`src/jbt_pkg.sv`:
```
// Shared types, token codes and character helpers for the JSON byte tokenizer.
// No dependencies.
package jbt_pkg;

    typedef struct packed {
        logic [7:0] data_byte;
        logic       buffer_end;
    } byte_beat_t;

    typedef struct packed {
        logic [3:0]  token_kind;
        logic [15:0] value_start;
        logic [15:0] value_length;
        logic        last_of_run;
    } token_beat_t;

    localparam logic [3:0] TK_END    = 4'd0;
    localparam logic [3:0] TK_ERROR  = 4'd1;
    localparam logic [3:0] TK_STRING = 4'd2;
    localparam logic [3:0] TK_NUMBER = 4'd3;
    localparam logic [3:0] TK_TRUE   = 4'd4;
    localparam logic [3:0] TK_FALSE  = 4'd5;
    localparam logic [3:0] TK_NULL   = 4'd6;
    localparam logic [3:0] TK_LBRACE = 4'd7;
    localparam logic [3:0] TK_RBRACE = 4'd8;
    localparam logic [3:0] TK_LBRACK = 4'd9;
    localparam logic [3:0] TK_RBRACK = 4'd10;
    localparam logic [3:0] TK_COMMA  = 4'd11;
    localparam logic [3:0] TK_COLON  = 4'd12;

    localparam logic [1:0] KW_NONE  = 2'd0;
    localparam logic [1:0] KW_TRUE  = 2'd1;
    localparam logic [1:0] KW_FALSE = 2'd2;
    localparam logic [1:0] KW_NULL  = 2'd3;

    localparam logic [7:0] CH_QUOTE     = 8'h22;
    localparam logic [7:0] CH_BACKSLASH = 8'h5C;

    // up to three tokens caused by one input byte
    localparam int MAX_TOKENS = 3;

    typedef struct packed {
        logic [1:0]                  count;
        logic [MAX_TOKENS-1:0][3:0]  kinds;
        logic [15:0]                 value_start;   // first token only
        logic [15:0]                 value_length;
    } bundle_t;

    typedef struct packed {
        logic    valid;
        bundle_t bundle;
    } push_t;

    typedef struct packed {
        logic empty;
        logic full;
    } q_status_t;

    localparam int QUEUE_DEPTH = 4;
    localparam int QPTR_W      = 2;

    // what a byte does when scanned between tokens
    typedef enum logic [2:0] {
        ACT_SKIP,
        ACT_EMIT,
        ACT_STRING,
        ACT_NUMBER,
        ACT_KEYWORD,
        ACT_ERROR
    } idle_act_t;

    typedef struct packed {
        idle_act_t  act;
        logic [3:0] kind;
        logic [1:0] kw;
    } idle_class_t;

    function automatic idle_class_t idle_classify(input logic [7:0] c);
        idle_class_t r;
        r.act  = ACT_ERROR;
        r.kind = TK_ERROR;
        r.kw   = KW_NONE;
        if (c == CH_QUOTE) begin
            r.act = ACT_STRING;
        end else if (c inside {["0":"9"], "-", "+", "."}) begin
            r.act = ACT_NUMBER;
        end else if (c inside {"t", "T"}) begin
            r.act = ACT_KEYWORD;
            r.kw  = KW_TRUE;
        end else if (c inside {"f", "F"}) begin
            r.act = ACT_KEYWORD;
            r.kw  = KW_FALSE;
        end else if (c == "n") begin
            r.act = ACT_KEYWORD;
            r.kw  = KW_NULL;
        end else if (c == "{") begin
            r.act  = ACT_EMIT;
            r.kind = TK_LBRACE;
        end else if (c == "}") begin
            r.act  = ACT_EMIT;
            r.kind = TK_RBRACE;
        end else if (c == "[") begin
            r.act  = ACT_EMIT;
            r.kind = TK_LBRACK;
        end else if (c == "]") begin
            r.act  = ACT_EMIT;
            r.kind = TK_RBRACK;
        end else if (c == ",") begin
            r.act  = ACT_EMIT;
            r.kind = TK_COMMA;
        end else if (c == ":") begin
            r.act  = ACT_EMIT;
            r.kind = TK_COLON;
        end else if (c inside {" ", [8'h09:8'h0D]}) begin
            r.act = ACT_SKIP;
        end
        return r;
    endfunction

    function automatic logic num_continues(input logic [7:0] c);
        return c inside {["0":"9"], ["A":"Z"], ["a":"z"], "+", "-", "."};
    endfunction

    // letters after the first one: rue, alse, ull
    function automatic logic [2:0] kw_len(input logic [1:0] k);
        logic [2:0] r;
        case (k)
            KW_TRUE:  r = 3'd3;
            KW_FALSE: r = 3'd4;
            KW_NULL:  r = 3'd3;
            default:  r = 3'd0;
        endcase
        return r;
    endfunction

    function automatic logic [7:0] kw_char(input logic [1:0] k, input logic [2:0] m);
        logic [7:0] r;
        r = 8'h00;
        case (k)
            KW_TRUE: begin
                case (m)
                    3'd0:    r = "r";
                    3'd1:    r = "u";
                    3'd2:    r = "e";
                    default: r = 8'h00;
                endcase
            end
            KW_FALSE: begin
                case (m)
                    3'd0:    r = "a";
                    3'd1:    r = "l";
                    3'd2:    r = "s";
                    3'd3:    r = "e";
                    default: r = 8'h00;
                endcase
            end
            KW_NULL: begin
                case (m)
                    3'd0:    r = "u";
                    3'd1:    r = "l";
                    3'd2:    r = "l";
                    default: r = 8'h00;
                endcase
            end
            default: r = 8'h00;
        endcase
        return r;
    endfunction

    function automatic logic [3:0] kw_token(input logic [1:0] k);
        logic [3:0] r;
        case (k)
            KW_TRUE:  r = TK_TRUE;
            KW_FALSE: r = TK_FALSE;
            KW_NULL:  r = TK_NULL;
            default:  r = TK_ERROR;
        endcase
        return r;
    endfunction

endpackage

```
`src/jbt_front.sv`:
```
// Front scanner: accepts one byte per beat, tracks lexer state and
// pushes the tokens each byte causes as one bundle. Depends on jbt_pkg.
module jbt_front
    import jbt_pkg::*;
#(
    parameter int MAX_BUFFER_BYTES = 65536
) (
    input  logic       clk,
    input  logic       rst_n,
    input  logic       byte_valid,
    input  logic       byte_stall,
    input  byte_beat_t byte_beat,
    output push_t      push
);

    localparam int POS_W = $clog2(MAX_BUFFER_BYTES + 1);
    localparam logic [POS_W-1:0] POS_MAX = POS_W'(MAX_BUFFER_BYTES);

    typedef enum logic [5:0] {
        M_IDLE    = 6'b000001,
        M_STRING  = 6'b000010,
        M_ESCAPE  = 6'b000100,
        M_NUMBER  = 6'b001000,
        M_KEYWORD = 6'b010000,
        M_DROP    = 6'b100000
    } mode_t;

    mode_t            mode_reg, mode_next;
    logic [1:0]       kw_kind_reg, kw_kind_next;
    logic [2:0]       kw_match_reg, kw_match_next;
    logic [POS_W-1:0] pos_reg, pos_next;
    logic [POS_W-1:0] tstart_reg, tstart_next;

    logic                       accept;
    logic [1:0]                 cnt;
    logic [MAX_TOKENS-1:0][3:0] kinds;
    logic [15:0]                vstart, vlen;
    logic                       run_idle;
    idle_class_t                cls;
    logic [7:0]                 c;

    assign accept = byte_valid && !byte_stall;
    assign c      = byte_beat.data_byte;

    always_comb
    begin
        mode_next     = mode_reg;
        kw_kind_next  = kw_kind_reg;
        kw_match_next = kw_match_reg;
        pos_next      = pos_reg;
        tstart_next   = tstart_reg;
        cnt           = 2'd0;
        kinds         = '0;
        vstart        = 16'd0;
        vlen          = 16'd0;
        run_idle      = 1'b0;
        cls           = idle_classify(c);

        if (pos_reg >= POS_MAX) begin
            if (mode_reg != M_DROP) begin
                kinds[cnt] = TK_ERROR;
                cnt        = cnt + 2'd1;
                mode_next  = M_DROP;
            end
        end else begin
            case (mode_reg)
                M_IDLE: run_idle = 1'b1;
                M_STRING: begin
                    if (c == CH_BACKSLASH) begin
                        mode_next = M_ESCAPE;
                    end else if (c == CH_QUOTE) begin
                        if (byte_beat.buffer_end) begin
                            kinds[cnt] = TK_ERROR;
                            mode_next  = M_DROP;
                        end else begin
                            kinds[cnt] = TK_STRING;
                            vstart     = 16'(tstart_reg);
                            vlen       = 16'(pos_reg - tstart_reg);
                            mode_next  = M_IDLE;
                        end
                        cnt = cnt + 2'd1;
                    end
                end
                M_ESCAPE: mode_next = M_STRING;
                M_NUMBER: begin
                    if (!num_continues(c)) begin
                        kinds[cnt] = TK_NUMBER;
                        vstart     = 16'(tstart_reg);
                        vlen       = 16'(pos_reg - tstart_reg);
                        cnt        = cnt + 2'd1;
                        mode_next  = M_IDLE;
                        run_idle   = 1'b1;
                    end
                end
                M_KEYWORD: begin
                    if (kw_kind_reg == KW_NONE || kw_match_reg >= kw_len(kw_kind_reg)
                        || c != kw_char(kw_kind_reg, kw_match_reg)) begin
                        kinds[cnt] = TK_ERROR;
                        cnt        = cnt + 2'd1;
                        mode_next  = M_DROP;
                    end else begin
                        kw_match_next = kw_match_reg + 3'd1;
                        if (kw_match_next == kw_len(kw_kind_reg)) begin
                            if (byte_beat.buffer_end) begin
                                kinds[cnt] = TK_ERROR;
                                mode_next  = M_DROP;
                            end else begin
                                kinds[cnt] = kw_token(kw_kind_reg);
                                mode_next  = M_IDLE;
                            end
                            cnt = cnt + 2'd1;
                        end
                    end
                end
                default: ;
            endcase
        end

        if (run_idle) begin
            case (cls.act)
                ACT_STRING: begin
                    mode_next   = M_STRING;
                    tstart_next = pos_reg + POS_W'(1);
                end
                ACT_NUMBER: begin
                    mode_next   = M_NUMBER;
                    tstart_next = pos_reg;
                end
                ACT_KEYWORD: begin
                    mode_next     = M_KEYWORD;
                    kw_kind_next  = cls.kw;
                    kw_match_next = 3'd0;
                end
                ACT_EMIT: begin
                    kinds[cnt] = cls.kind;
                    cnt        = cnt + 2'd1;
                end
                ACT_ERROR: begin
                    kinds[cnt] = TK_ERROR;
                    cnt        = cnt + 2'd1;
                    mode_next  = M_DROP;
                end
                default: ;
            endcase
        end

        if (byte_beat.buffer_end) begin
            if (mode_next == M_IDLE) begin
                kinds[cnt] = TK_END;
                cnt        = cnt + 2'd1;
            end else if (mode_next != M_DROP) begin
                kinds[cnt] = TK_ERROR;
                cnt        = cnt + 2'd1;
            end
            // next buffer starts from reset state
            mode_next     = M_IDLE;
            kw_kind_next  = KW_NONE;
            kw_match_next = 3'd0;
            pos_next      = '0;
            tstart_next   = '0;
        end else if (pos_reg < POS_MAX) begin
            pos_next = pos_reg + POS_W'(1);
        end
    end

    always_ff @(posedge clk or negedge rst_n)
    begin
        if (!rst_n) begin
            mode_reg     <= M_IDLE;
            kw_kind_reg  <= KW_NONE;
            kw_match_reg <= 3'd0;
            pos_reg      <= '0;
            tstart_reg   <= '0;
        end else if (accept) begin
            mode_reg     <= mode_next;
            kw_kind_reg  <= kw_kind_next;
            kw_match_reg <= kw_match_next;
            pos_reg      <= pos_next;
            tstart_reg   <= tstart_next;
        end
    end

    always_comb
    begin
        push.valid               = accept && (cnt != 2'd0);
        push.bundle.count        = cnt;
        push.bundle.kinds        = kinds;
        push.bundle.value_start  = vstart;
        push.bundle.value_length = vlen;
    end

endmodule

```
`src/jbt_queue.sv`:
```
// Short bundle queue between the scanner and the token emitter.
// Depends on jbt_pkg.
module jbt_queue
    import jbt_pkg::*;
(
    input  logic      clk,
    input  logic      rst_n,
    input  push_t     push,
    input  logic      pop,
    output bundle_t   head,
    output q_status_t status
);

    bundle_t           entries_reg [QUEUE_DEPTH];
    logic [QPTR_W-1:0] wr_ptr_reg, wr_ptr_next;
    logic [QPTR_W-1:0] rd_ptr_reg, rd_ptr_next;
    logic [QPTR_W:0]   count_reg, count_next;
    logic              do_push, do_pop;

    assign status.empty = (count_reg == '0);
    assign status.full  = (count_reg == (QPTR_W+1)'(QUEUE_DEPTH));
    assign do_push      = push.valid && !status.full;
    assign do_pop       = pop && !status.empty;
    assign head         = entries_reg[rd_ptr_reg];

    always_comb
    begin
        wr_ptr_next = do_push ? wr_ptr_reg + QPTR_W'(1) : wr_ptr_reg;
        rd_ptr_next = do_pop ? rd_ptr_reg + QPTR_W'(1) : rd_ptr_reg;
        count_next  = count_reg;
        if (do_push && !do_pop) begin
            count_next = count_reg + (QPTR_W+1)'(1);
        end else if (do_pop && !do_push) begin
            count_next = count_reg - (QPTR_W+1)'(1);
        end
    end

    always_ff @(posedge clk or negedge rst_n)
    begin
        if (!rst_n) begin
            wr_ptr_reg <= '0;
            rd_ptr_reg <= '0;
            count_reg  <= '0;
        end else begin
            wr_ptr_reg <= wr_ptr_next;
            rd_ptr_reg <= rd_ptr_next;
            count_reg  <= count_next;
        end
    end

    always_ff @(posedge clk)
    begin
        if (do_push) begin
            entries_reg[wr_ptr_reg] <= push.bundle;
        end
    end

endmodule

```
`src/jbt_back.sv`:
```
// Token emitter: walks each queued bundle one token per beat into the
// output register. Depends on jbt_pkg.
module jbt_back
    import jbt_pkg::*;
(
    input  logic        clk,
    input  logic        rst_n,
    input  bundle_t     head,
    input  q_status_t   status,
    output logic        pop,
    output logic        token_valid,
    input  logic        token_stall,
    output token_beat_t token_beat
);

    logic        out_valid_reg, out_valid_next;
    token_beat_t out_reg, out_next;
    logic [1:0]  idx_reg, idx_next;
    logic        load, last;

    assign load = !status.empty && (!out_valid_reg || !token_stall);
    assign last = (idx_reg == head.count - 2'd1);
    assign pop  = load && last;

    always_comb
    begin
        out_next.token_kind   = head.kinds[idx_reg];
        out_next.value_start  = (idx_reg == 2'd0) ? head.value_start : 16'd0;
        out_next.value_length = (idx_reg == 2'd0) ? head.value_length : 16'd0;
        out_next.last_of_run  = last;

        idx_next = idx_reg;
        if (load) begin
            idx_next = last ? 2'd0 : idx_reg + 2'd1;
        end

        if (load) begin
            out_valid_next = 1'b1;
        end else if (token_stall) begin
            out_valid_next = out_valid_reg;
        end else begin
            out_valid_next = 1'b0;
        end
    end

    always_ff @(posedge clk or negedge rst_n)
    begin
        if (!rst_n) begin
            out_valid_reg <= 1'b0;
            idx_reg       <= 2'd0;
        end else begin
            out_valid_reg <= out_valid_next;
            idx_reg       <= idx_next;
        end
    end

    always_ff @(posedge clk)
    begin
        if (load) begin
            out_reg <= out_next;
        end
    end

    assign token_valid = out_valid_reg;
    assign token_beat  = out_reg;

endmodule

```
`src/json_byte_tokenizer_core.sv`:
```
// JSON byte tokenizer, top level.
// Input channel (byte_valid / byte_stall / byte_beat): one byte of JSON text
// per beat, buffer_end set on the last byte of a buffer.
// Output channel (token_valid / token_stall / token_beat): one token per
// beat; last_of_run marks the final token caused by an input byte.
// Throughput: one byte per cycle while each byte causes at most one token
// and token_stall stays low. A byte causing n tokens (n up to 3) has them
// sent one at a time; the one-token-per-cycle emitter is the limit.
// A byte's bundle is first written into the queue, and its first token is
// then loaded from there into the output register.
// A four-entry bundle queue sits between the scanner and the emitter;
// byte_stall rises only when that queue is full, so bytes keep flowing
// while a token waits on token_stall.
// Reset clears the lexer state, the queue and the output valid; the block
// is ready for a byte in the first cycle after reset.
// Lexer state returns to reset values after every byte flagged buffer_end.
// Depends on jbt_pkg, jbt_front, jbt_queue, jbt_back.
module json_byte_tokenizer_core
    import jbt_pkg::*;
#(
    parameter int MAX_BUFFER_BYTES = 65536
) (
    input  logic        clk,
    input  logic        rst_n,
    input  logic        byte_valid,
    output logic        byte_stall,
    input  byte_beat_t  byte_beat,
    output logic        token_valid,
    input  logic        token_stall,
    output token_beat_t token_beat
);

    push_t     push;
    bundle_t   head;
    q_status_t status;
    logic      pop;

    assign byte_stall = status.full;

    jbt_front #(
        .MAX_BUFFER_BYTES (MAX_BUFFER_BYTES)
    ) u_front (
        .clk        (clk),
        .rst_n      (rst_n),
        .byte_valid (byte_valid),
        .byte_stall (byte_stall),
        .byte_beat  (byte_beat),
        .push       (push)
    );

    jbt_queue u_queue (
        .clk    (clk),
        .rst_n  (rst_n),
        .push   (push),
        .pop    (pop),
        .head   (head),
        .status (status)
    );

    jbt_back u_back (
        .clk         (clk),
        .rst_n       (rst_n),
        .head        (head),
        .status      (status),
        .pop         (pop),
        .token_valid (token_valid),
        .token_stall (token_stall),
        .token_beat  (token_beat)
    );

endmodule

```
`config.mk`:
```
export PLATFORM = sky130hd
export DESIGN_NAME = json_byte_tokenizer_core
export DESIGN_NICKNAME = d
export VERILOG_FILES = /design/src/jbt_pkg.sv /design/src/jbt_front.sv /design/src/jbt_queue.sv /design/src/jbt_back.sv /design/src/json_byte_tokenizer_core.sv
export SDC_FILE = /design/constraint.sdc
export NUM_CORES = 1
export LEC_CHECK = 0
export ABC_AREA = 1
export BUFFER_PORTS_ARGS = -buffer_cell sky130_fd_sc_hd__buf_4
export CAP_MARGIN = 20
export CORE_MARGIN = 2
export CORE_UTILIZATION = 45
export DETAILED_ROUTE_END_ITERATION = 8
export PLACE_DENSITY = 0.65
export SLEW_MARGIN = 10
export SYNTH_ARGS = -nofsm -noshare
export SYNTH_HDL_FRONTEND = slang
export SYNTH_SLANG_ARGS = --single-unit
```
`constraint.sdc`:
```
create_clock -name clk -period 5.1 [get_ports clk]
set_input_delay 1.02 -clock clk [delete_from_list [all_inputs] [get_ports clk]]
set_output_delay 1.02 -clock clk [all_outputs]
set_load 0.03 [all_outputs]
```
; ---- Word-level counts from Yosys, hierarchy flattened
; Memory sizes are Yosys's and may differ from the RTL's.
; Cells that the tools add are included.
[word_totals]
reg_bits = 91
mem_bits_rw = 184
input_bits = 13
output_inout_bits = 39
word_cells = 252
memories = 1
[mem_list]
columns = name, words, width, rd, rd_clocked_by_memory_dff, write_ports, line
row1 = u_queue.entries_reg, 4, 46, 1, 0, 1, jbt_queue.sv:14  ; bundle_t entries_reg [QUEUE_DEPTH];
[op_classes]
addsub = 11
magnitude_cmp = 16
n_eq_ne = 41
n_mux = 117
bitwise_logic = 8
n_reduce_logical = 44
[op_table]
columns = operator, n
row1 = $mux W16, 12
row2 = $pmux W16 S2, 3
row3 = $eq A8 B7 Y1 const B, 10
row4 = $mux W6, 12
row5 = $mux W3, 20
row6 = $eq A8 B6 Y1 const B, 7
row7 = $mux W4, 13
row8 = $mux W12, 4
row9 = $pmux W6 S4, 2
row10 = $mux W7, 5
row11 = $mux W17, 2
row12 = $mux W2, 17
row13 = $pmux W7 S4, 1
row14 = $pmux W12 S2, 1
row15 = $pmux W8 S3, 1
row16 = $pmux W7 S3, 1
row17 = $not A9 Y9, 2
row18 = $add A17 B1 Y17 const B, 1
row19 = $ge A17 B17 Y1 const B, 1
row20 = $lt A17 B17 Y1 const B, 1
row21 = $demux W4 S2, 2
row22 = $ge A8 B7 Y1 const B, 2
row23 = $le A8 B7 Y1 const B, 2
row24 = $mux W8, 2
row25 = 54 further kinds, 113

; ---- Logic depth before layout (Yosys ltp)
; Gate-level depths: netlist of the first run.
[logic_depth]
word_depth = 30
ltp_mapped = 32
depth_no_buf = 32

; ---- Hierarchy
; A second synthesis of the first run with hierarchy kept.
[unflattened]
cells_unflattened = 1511
area_unflattened_um2 = 14689.1
[modules_own_cells]
columns = module, n_inst, cells_per_inst, area_per_inst_um2, seq_area_each_um2
row1 = jbt_queue, 1, 598, 8230.4, 5700.5
row2 = jbt_front, 1, 761, 4813.4, 1102.3
row3 = jbt_back, 1, 152, 1645.3, 1186.1

; ---- Worst setup path before layout of the first run
; No wires, ideal clock.
[synth_path]
path_kind = input to register
startpoint = input byte_beat[5] (netlist bit)
endpoint = memory u_queue.entries_reg[0][0] (netlist bit) (enable)
setup_ns = 0.409
t_arrival_ns = 4.139
t_required_ns = 4.691
slack_ns = 0.552
path_stages = 20
path_buffers = 1
path_cell_list = buf_6 > inv_2 > nand2_1 > nor2_2 > nand2_1 > nand2_2 > nor2_4 > nand3b_4 > nand3_1 > nand2_2 > nand2_4 > ha_1 > nand2_1 > nand2_2 > ha_1 > nand3_1 > nand2_2 > nand2_4 > nand2_8 > nor2_2
[synth_between]
elab_chain_cells = 28
elab_cells_between_ends = 85
classes_between = 2 x add/sub / 8 x order compare / 25 x eq/ne / 36 x mux / 14 x reduce/logical
[synth_rtl]
columns = element, line
row1 = from (decl), json_byte_tokenizer_core.sv:27  ; input byte_beat_t byte_beat,
row2 = $ge A8 B4 Y1 / $le A8 B4 Y1 (equally long branches), jbt_pkg.sv:114  ; end else if (c inside {" ", [8'h09:8'h0D]}) begin
row3 = $logic_and A1 B1 Y1, jbt_pkg.sv:114
row4 = $reduce_bool A2 Y1, jbt_pkg.sv:114
row5 = $mux W3, jbt_pkg.sv:114
row6 = $mux W3, jbt_pkg.sv:111  ; end else if (c == ":") begin
row7 = $mux W7, jbt_pkg.sv:108  ; end else if (c == ",") begin
row8 = $mux W7, jbt_pkg.sv:105  ; end else if (c == "]") begin
row9 = $mux W7, jbt_pkg.sv:102  ; end else if (c == "[") begin
row10 = (+12 left out), --
row11 = $mux W2, jbt_front.sv:151  ; end else if (mode_next != M_DROP) begin
row12 = $mux W2, jbt_front.sv:148  ; if (mode_next == M_IDLE) begin
row13 = $mux W2 *, jbt_front.sv:147  ; if (byte_beat.buffer_end) begin
row14 = $reduce_bool A2 Y1 *, jbt_front.sv:185  ; push.valid = accept && (cnt != 2'd0);
row15 = $logic_and A1 B1 Y1 *, jbt_front.sv:185
row16 = $logic_and A1 B1 Y1 *, jbt_queue.sv:22  ; assign do_push = push.valid && !status.full;
row17 = $mux W1 *, jbt_queue.sv:53  ; if (do_push) begin
row18 = $mux W1 (implied by the code) *, jbt_queue.sv:54  ; entries_reg[wr_ptr_reg] <= push.bundle;
row19 = to (decl), jbt_queue.sv:14
; Every way passes the cells marked *; elsewhere a longest branch is shown, timed or not.

; ---- Worst setup path after layout of the first run
[layout_path]
startpoint = register u_front.kw_kind_reg[0]
endpoint = register u_queue.count_reg[2]
[layout_between]
elab_chain_cells = 24
elab_cells_between_ends = 46
classes_between = 2 x add/sub / 1 x order compare / 7 x eq/ne / 25 x mux / 11 x reduce/logical
[layout_rtl]
columns = element, line
row1 = from (decl), jbt_front.sv:29  ; logic [1:0] kw_kind_reg, kw_kind_next;
row2 = from (signal assigned), jbt_front.sv:176  ; kw_kind_reg <= kw_kind_next;
row3 = $eq A2 B1 Y1 / $eq A2 B2 Y1 (equally long branches), "jbt_pkg.sv:127, jbt_pkg.sv:139"
row4 = $reduce_or A2 Y1 (no source line), --
row5 = $pmux W3 S2, jbt_pkg.sv:127  ; case (k)
row6 = $mux W3 (on tied branches), "jbt_front.sv:66, jbt_front.sv:96"
row7 = $mux W3 (on tied branches), "jbt_front.sv:59, jbt_front.sv:66"
row8 = $ge A3 B3 Y1 / $mux W3 (equally long branches), "jbt_front.sv:96, jbt_front.sv:59"
row9 = $logic_or A1 B1 Y1 / $eq A3 B3 Y1 (equally long branches), "jbt_front.sv:96, jbt_front.sv:103"
row10 = $logic_or A1 B1 Y1 / $mux W1 (equally long branches), "jbt_front.sv:97, jbt_front.sv:103"
row11 = (+9 left out), --
row12 = $mux W2 *, jbt_front.sv:147
row13 = $reduce_bool A2 Y1 *, jbt_front.sv:185
row14 = $logic_and A1 B1 Y1 *, jbt_front.sv:185
row15 = $logic_and A1 B1 Y1 *, jbt_queue.sv:22
row16 = named net u_queue.do_push, jbt_queue.sv:18  ; logic do_push, do_pop;
row17 = $logic_not A1 Y1, jbt_queue.sv:33  ; end else if (do_pop && !do_push) begin
row18 = $logic_and A1 B1 Y1, jbt_queue.sv:33
row19 = $reduce_bool A2 Y1 (no source line), --
row20 = to (signal assigned), jbt_queue.sv:47  ; count_reg <= count_next;
row21 = to (decl), jbt_queue.sv:17  ; logic [QPTR_W:0] count_reg, count_next;
; The timed path passes the listed nets; every way through them passes the cells marked *. The select of a mux whose other input is x is not followed.
; A chain may end at the register's enable or synchronous reset.

==> metrics, run 1 <==
outcome completed; Yosys Warn Count 0; Die Footprint 0.0300 mm2; net count after synthesis 1357; DR DRC count 0; initial antenna violation count 0; maximum VDD drop 0.000309 V; XOR/XNOR Fraction of Synth Area between 1 and 1.5%; post-synthesis compound-gate area fraction 11.5%; Cell Rows 61; Mapped Area roughly 0.013 mm2; CTS Hold Bufs 0; most frequent cells in the layout nor2_1, edfxtp_1, nand2_1, o21ai_0, inv_1; Initial DRC Count 822; P&R area growth vs syn 13.6%; commonest non-fill, non-tap cell in the layout nor2_1; EDFF count, synth 209; post-place setup slack about 0.66 ns; CP top delay family simple AND/OR/NAND/NOR gates; highest net fanout along the worst path 8; multiplexer share of the synthesized area 0.165%; critical path buffer and inverter count 3; First-pass DRT Iterations 5; fmax about 230 MHz; leading area contributor after synthesis edfxtp_1; Hold Fails Final Rpt 0; TritonCTS Buffers 28; CTS max path bufs 3; Vias/cell 5.26; largest family of logic cells by synthesized area simple AND/OR/NAND/NOR gates; TritonCTS clock tree yes; Post-CTS Setup Bufs 0; ANT cells 0; Slew Limit Fails 0; IO Pins 52; area of the core ~0.028 mm2; Clock Latency Late Sink 0.55 ns; TNS Setup 0 ns; total wire length 28.3 mm; Die H between 150 and 200 um; Nets between 1000 and 1500; Worst Setup End Kind flip-flop; Design Power 8.28 mW; Port Buf Inserts 51; vias 9231; dominant synthesized flop cell edfxtp_1; worst min-delay path category in2async; clock group share of total power 24.2%; first-pass GRT wire length roughly 46 mm; minimum clock period 4.31 ns; critical path's largest stage delay 0.51 ns; Final setup viols 0; post-synth top area share between 40% and 50%; Crit path required time around 5.5 ns; Post-Synth Simple-Gate Area 18.4%; worst slew pin tran 0.834 ns; fin worst setup slack 0.794 ns; DR WL/cell 16.1 um; Setup CP Type reg2reg; Internal 5.13 mW; DP Wirelength 18.2 mm; unrepaired setup endpoints after global routing no; die width 173 um; vias in the first global route 8669; period utilization 84.4%; sequential share of the synthesized area 59.2%; post-synthesis cell count about 1300; Comb pwr share 37.6%; critical path arrival between 4 and 5 ns; PwrDens approximately 570 mW/mm2; Switching Power 3.15 mW; clock sinks 263; Worst Skew 0.0319 ns; share of cells above drive strength 1 13.7%; Worst slew margin 44.4%; GP Congestion 0.864; largest net degree at the start of global routing 75; Max H-tree Level 1; Startpoint Class flip-flop; GRT Total Usage 18.8%; Reg power frac 38.2%; synthesized area per cell 9.86 um2; Overflow after GRT 0; slowest library cell on the worst path dfrtp_1; Antenna Violating Nets Remaining 0; Distinct cells, synth 54; clock transition at the registers of the reported paths 0.06 ns; most area-consuming cells after synthesis edfxtp_1, dfrtp_1, nor2_1, o21ai_0, nand2_1; max_cap viols 0; Sw Share 38.1%; #FFs+latches synth 263; Leak 5.83 nW; Fillers 2462; ys async rst share 20.5%; number of gates resized after cts 0; Synth Area in Adders 3.71%; root buf cell clkbuf_16; effective utilization at floorplan 46.0%; Largest register FFs 172
## through the flow
stage,cell area [um2],hold WS [ns],cells,utilization [%]
floorplan,12900,0.473,1307,-
global placement,13700,0.515,1702,49.0
detailed placement,13700,0.525,1702,49.0
CTS,14600,0.543,1754,52.3
global route,14600,0.569,1754,52.3
finish,14600,0.517,1754,52.3
## layer usage
layer  track usage (%)  wire (um)  up-vias
met4              4.10        435        0
met5                 0          0        -
met2              30.7      13000      207
li1                  -          -     4585
met1              27.3      13600     4406
met3              2.17       1220       33
## layout make-up
cell class                      instances  area [um2]  area share [%]
Timing Repair Buffer                   66         546            3.73
Tap cell                              378         473            3.23
Clock inverter                         20         204            1.39
Multi-Input combinational cell        858        4550            31.1
Sequential cell                       263        7630            52.1
Inverter                              137         519            3.55
Clock buffer                           32         716            4.89
## cell usage after synthesis, types with 4 or more instances
library cell	count
nor2_1	241
edfxtp_1	209
nand2_1	150
o21ai_0	135
inv_1	115
a21oi_1	66
dfrtp_1	53
nand3_1	43
clkbuf_1	40
ha_1	35
o22ai_1	31
inv_2	18
nand2_2	18
nand4_1	17
xor2_1	17
nor3_1	16
nor2_2	14
nand2_4	7
o211ai_1	7
o21ai_1	7
a31oi_1	6
nor2_4	5
nand3_2	4
o2111ai_1	4
## worst paths after layout
| path | startpoint | endpoint | slack (ns) | cells after the start |
|---|---|---|---|---|
| setup / recovery | u_front.kw_kind_reg[0] | u_queue.count_reg[2] | 0.79 | 28 |
| hold / removal | rst_n | u_front.pos_reg[10] | 0.52 | 1 |
| setup reg to reg | u_front.kw_kind_reg[0] | u_queue.count_reg[2] | 0.79 | 28 |
| hold reg to reg | u_front.tstart_reg[15] | u_front.tstart_reg[15] | 0.54 | 2 |
| max in group asynchronous | rst_n | u_queue.rd_ptr_reg[0] | 4.03 | 1 |
| min in group clk | u_front.tstart_reg[15] | u_front.tstart_reg[15] | 0.54 | 2 |
## power groups by stage
stage | Sequential (mW) | Clock [mW] | Combinational, mW
after detailed placement | 3.21 | 0 | 3.12
final | 3.17 | 2.00 | 3.11
after global routing | 3.22 | 2.12 | 3.46
after floorplan | 3.50 | 0 | 1.87
after CTS | 3.17 | 2.03 | 3.13
after global placement | 3.20 | 0 | 3.07
## cells by family after synthesis
kind of cell	Yosys count
buffers and inverters	186
AND/OR/NAND/NOR	528
flip-flops	263
XOR/XNOR	20
adder cells (fa/ha/maj)	37
multiplexers	2
AO/OA/AOI/OAI	271
## worst reg2reg max path: cells and delay by family (launching register included)
kind	cells	cell delay, ns
adders and majority gates	5	1.30
DFF	1	0.51
and+or+nand+nor	17	1.70
buffers and inverters	3	0.27
xor gates and xnor gates	1	0.15
AOI/OAI and AO/OA	2	0.25
Power figures use the tool's default switching activity.
==> run 2, diff against run 1 <==
--- a/config.mk
+++ b/config.mk
@@ -5,7 +5,7 @@
 export SDC_FILE = /design/constraint.sdc
 export NUM_CORES = 1
 export LEC_CHECK = 0
-export ABC_AREA = 1
+export ABC_AREA = 0
 export BUFFER_PORTS_ARGS = -buffer_cell sky130_fd_sc_hd__buf_4
 export CAP_MARGIN = 20
 export CORE_MARGIN = 2
==> constraint.sdc (replaced) <==
create_clock -name clk -period 4.05 [get_ports clk]
set_input_delay 0.81 -clock clk [delete_from_list [all_inputs] [get_ports clk]]
set_output_delay 0.81 -clock clk [all_outputs]
set_load 0.03 [all_outputs]
==> run 2 against run 1 <==
Against the previous run: the run now ends with setup timing left; clock skew is 0.023 ns lower; synthesized cell count decreased by 24%; sequential power rose by 25%; final cell count shrank 9.7%; utilization up 6.2 points; setup slack worse by 1.2 ns; clock power increased by 28%; combinational power is 40% higher; non-clock buffer count up 152; final area is 11% higher; largest power group is now combinational logic.
==> metrics, run 2 <==
Mapped Area 0.0127 mm2 (was 0.0129 mm2); ys async rst share 20.5% (unchanged); ANT cells 0 (unchanged); critical path arrival 4.90 ns (was 4.71 ns); Distinct cells, synth 84 (was 54); Vias/cell 5.42 (was 5.26); First-pass DRT Iterations 7 (was 5); vias in the first global route 8450 (was 8669); Startpoint Class flip-flop (unchanged); GRT Total Usage 20.3% (was 18.8%); R2R Path Start u_front.kw_match_reg[0] (was u_front.kw_kind_reg[0]); DR WL/cell 18.9 um (was 16.1 um); Hold Fails Final Rpt 0 (unchanged); hold slack final 0.363 ns (was 0.517 ns); failing checks setup timing; largest net degree at the start of global routing 55 (was 75); R2R cell count 22 (was 28); Slew Limit Fails 0 (unchanged); root buf cell clkbuf_16 (unchanged); most frequent cells in the layout edfxtp_1, buf_4, nand2_1, nor2_1, o21ai_0 (was nor2_1, edfxtp_1, nand2_1, o21ai_0, inv_1); initial antenna violation count 0 (unchanged); area of the core 0.0279 mm2 (was 0.0280 mm2); PwrDens 670 mW/mm2 (was 566 mW/mm2); outcome finished with violations (was completed); max_cap viols 0 (unchanged); effective utilization at floorplan 45.7% (was 46.0%); XOR/XNOR Fraction of Synth Area 2.75% (was 1.36%); Initial DRC Count 786 (was 822); commonest non-fill, non-tap cell in the layout edfxtp_1 (was nor2_1); post-synth top area share 49.2% (was 48.7%); clock sinks 263 (unchanged); Port Buf Inserts 51 (unchanged); DP Wirelength 18.7 mm (was 18.2 mm); period utilization 111% (was 84.4%); Crit path required time 4.46 ns (was 5.51 ns); Worst slew margin 39.2% (was 44.4%); fin worst setup slack -0.437 ns (was 0.794 ns); fmax 223 MHz (was 232 MHz); Max H-tree Level 1 (unchanged); sequential share of the synthesized area 59.9% (was 59.2%); Leak 6.17 nW (was 5.83 nW); total wire length 30.0 mm (was 28.3 mm); Worst Setup End Kind flip-flop (unchanged); reg2reg setup slack -0.44 ns (was 0.79 ns); Final Core Density 58.4% (was 52.3%); CTS max path bufs 3 (unchanged); vias 8583 (was 9231); worst min-delay path category in2async (unchanged); Synth Area in Adders 3.75% (was 3.71%); Worst Skew 0.00890 ns (was 0.0319 ns); post-synthesis cell count 988 (was 1307); Die H 172 um (was 173 um); IO Pins 52 (unchanged); Largest register FFs 172 (unchanged); Cell Rows 61 (unchanged); largest family of logic cells by synthesized area simple AND/OR/NAND/NOR gates (unchanged); dominant synthesized flop cell edfxtp_1 (unchanged); RR Endpoint u_queue.count_reg[1] (was u_queue.count_reg[2]); share of cells above drive strength 1 30.0% (was 13.7%); GP Congestion 0.886 (was 0.864); count leader, synth edfxtp_1 (was nor2_1); synthesized area per cell 12.9 um2 (was 9.86 um2); Design Power 10.9 mW (was 8.28 mW); net count after synthesis 1038 (was 1357); worst slew pin tran 0.912 ns (was 0.834 ns); TritonCTS Buffers 28 (unchanged); Setup CP Type reg2reg (unchanged); DR DRC count 0 (unchanged); Nets 1237 (was 1404); first-pass GRT wire length 46.8 mm (was 45.9 mm); Post-Synth Simple-Gate Area 13.5% (was 18.4%); Die Footprint 0.0297 mm2 (was 0.0300 mm2); clock transition at the registers of the reported paths 0.06 ns (about the same); #FFs+latches synth 263 (unchanged); unrepaired setup endpoints after global routing yes (was no); P&R area growth vs syn 27.8% (was 13.6%); post-synthesis compound-gate area fraction 8.92% (was 11.5%); Clock Latency Late Sink 0.53 ns (was 0.55 ns); die width 172 um (was 173 um); Final setup viols 175 (was 0); leading area contributor after synthesis edfxtp_1 (unchanged); multiplexer share of the synthesized area 8.18% (was 0.165%); maximum VDD drop 0.000332 V (was 0.000309 V); Antenna Violating Nets Remaining 0 (unchanged); minimum clock period 4.49 ns (was 4.31 ns); highest net fanout along the worst path 3 (was 8); Overflow after GRT 0 (unchanged); Yosys Warn Count 0 (unchanged); TritonCTS clock tree yes (unchanged); TNS Setup -48.85 ns (was 0 ns); EDFF count, synth 209 (unchanged); most frequent cells after synthesis edfxtp_1, nand2_1, nor2_1 (was nor2_1, edfxtp_1, nand2_1); most area-consuming cells after synthesis edfxtp_1, dfrtp_1, mux4_2, ha_1, nand2_1 (was edfxtp_1, dfrtp_1, nor2_1, o21ai_0, nand2_1)
==> run 2: changes by cell type in the layout (fill, tap and decap cells not counted), moves of 38 or more <==
cell	before	now
buf_4	62	169
a21oi_1	66	27
and2_1	1	39
o21ai_0	135	62
mux4_2	0	43
inv_1	113	38
nor2_1	241	71
nand2_1	150	84
==> run 2: final cells by class <==
type,count,area [um2]
Clock buffer,33,741
Clock inverter,16,184
Fill cell,2192,11600
Inverter,45,171
Multi-Input combinational cell,631,4970
Sequential cell,263,7630
Tap cell,378,473
Timing Repair Buffer,218,2110
==> run 2: timing repair <==
action                                  4_1_cts  5_1_grt
hold buffers                                  0        0
endpoints found under the setup margin      169      197
gates resized for setup                      43       45
pin swaps                                    12       16
gates cloned                                 12        3
buffers inserted                             26       19
==> run 2: worst max-delay path by stage <==
stage | start | end | slack, ns | cells after the start
floorplan | byte_beat[4] | u_queue.count_reg[2] | -0.58 | 23
global placement | byte_beat[4] | u_queue.count_reg[1] | -0.60 | 21
detailed placement | byte_beat[4] | u_queue.count_reg[1] | -0.65 | 21
CTS | u_front.kw_match_reg[0] | u_queue.count_reg[1] | -0.41 | 22
global route | u_front.kw_match_reg[0] | u_queue.count_reg[1] | -0.61 | 22
finish | u_front.kw_match_reg[0] | u_queue.count_reg[1] | -0.44 | 22
==> run 2: cell families after synthesis <==
group / after synthesis
muxes: 50
buffers and inverters: 94
xor gates and xnor gates: 40
adders and majority gates: 37
AOI/OAI and AO/OA: 175
DFF: 263
and+or+nand+nor: 329
==> run 2: routing by layer <==
metal | vias up | wire [um] | global-route usage [%]
met5 | - | 0 | 0
met4 | 0 | 337 | 3.51
met3 | 31 | 1200 | 2.27
met2 | 192 | 14700 | 33.8
met1 | 4270 | 13800 | 29.5
li1 | 4090 | - | -
==> run 2: report_power, final <==
group | internal (mW) | switching (mW)
logic | 2.17 | 2.20
registers | 3.67 | 0.305
clock network | 1.55 | 1.02
==> run 2: worst max-delay path, stage by stage, from the launching register on <==
cell	delay (ns)
dfrtp_1	0.39
inv_2	0.13
ha_4	0.22
nand2b_4	0.13
a21o_1	0.17
a2111o_1	0.41
nor4b_4	0.29
nand4_1	0.16
a21oi_2	0.25
inv_2	0.08
ha_4	0.23
nor2_4	0.13
a21oi_4	0.06
ha_4	0.28
inv_2	0.04
a211oi_2	0.20
o311ai_1	0.14
o211ai_2	0.12
inv_2	0.07
ha_4	0.16
inv_2	0.05
fa_2	0.41
mux2_2	0.26
==> run 2: per-stage QoR <==
step           instance area, um2  instances  worst slack, ns
5_1_grt                     16300       1584           -0.607
6_report                    16300       1584           -0.437
3_3_place_gp                14400       1487           -0.605
2_1_floorplan               12800        988           -0.579
4_1_cts                     16100       1572           -0.409
3_5_place_dp                14400       1487           -0.654
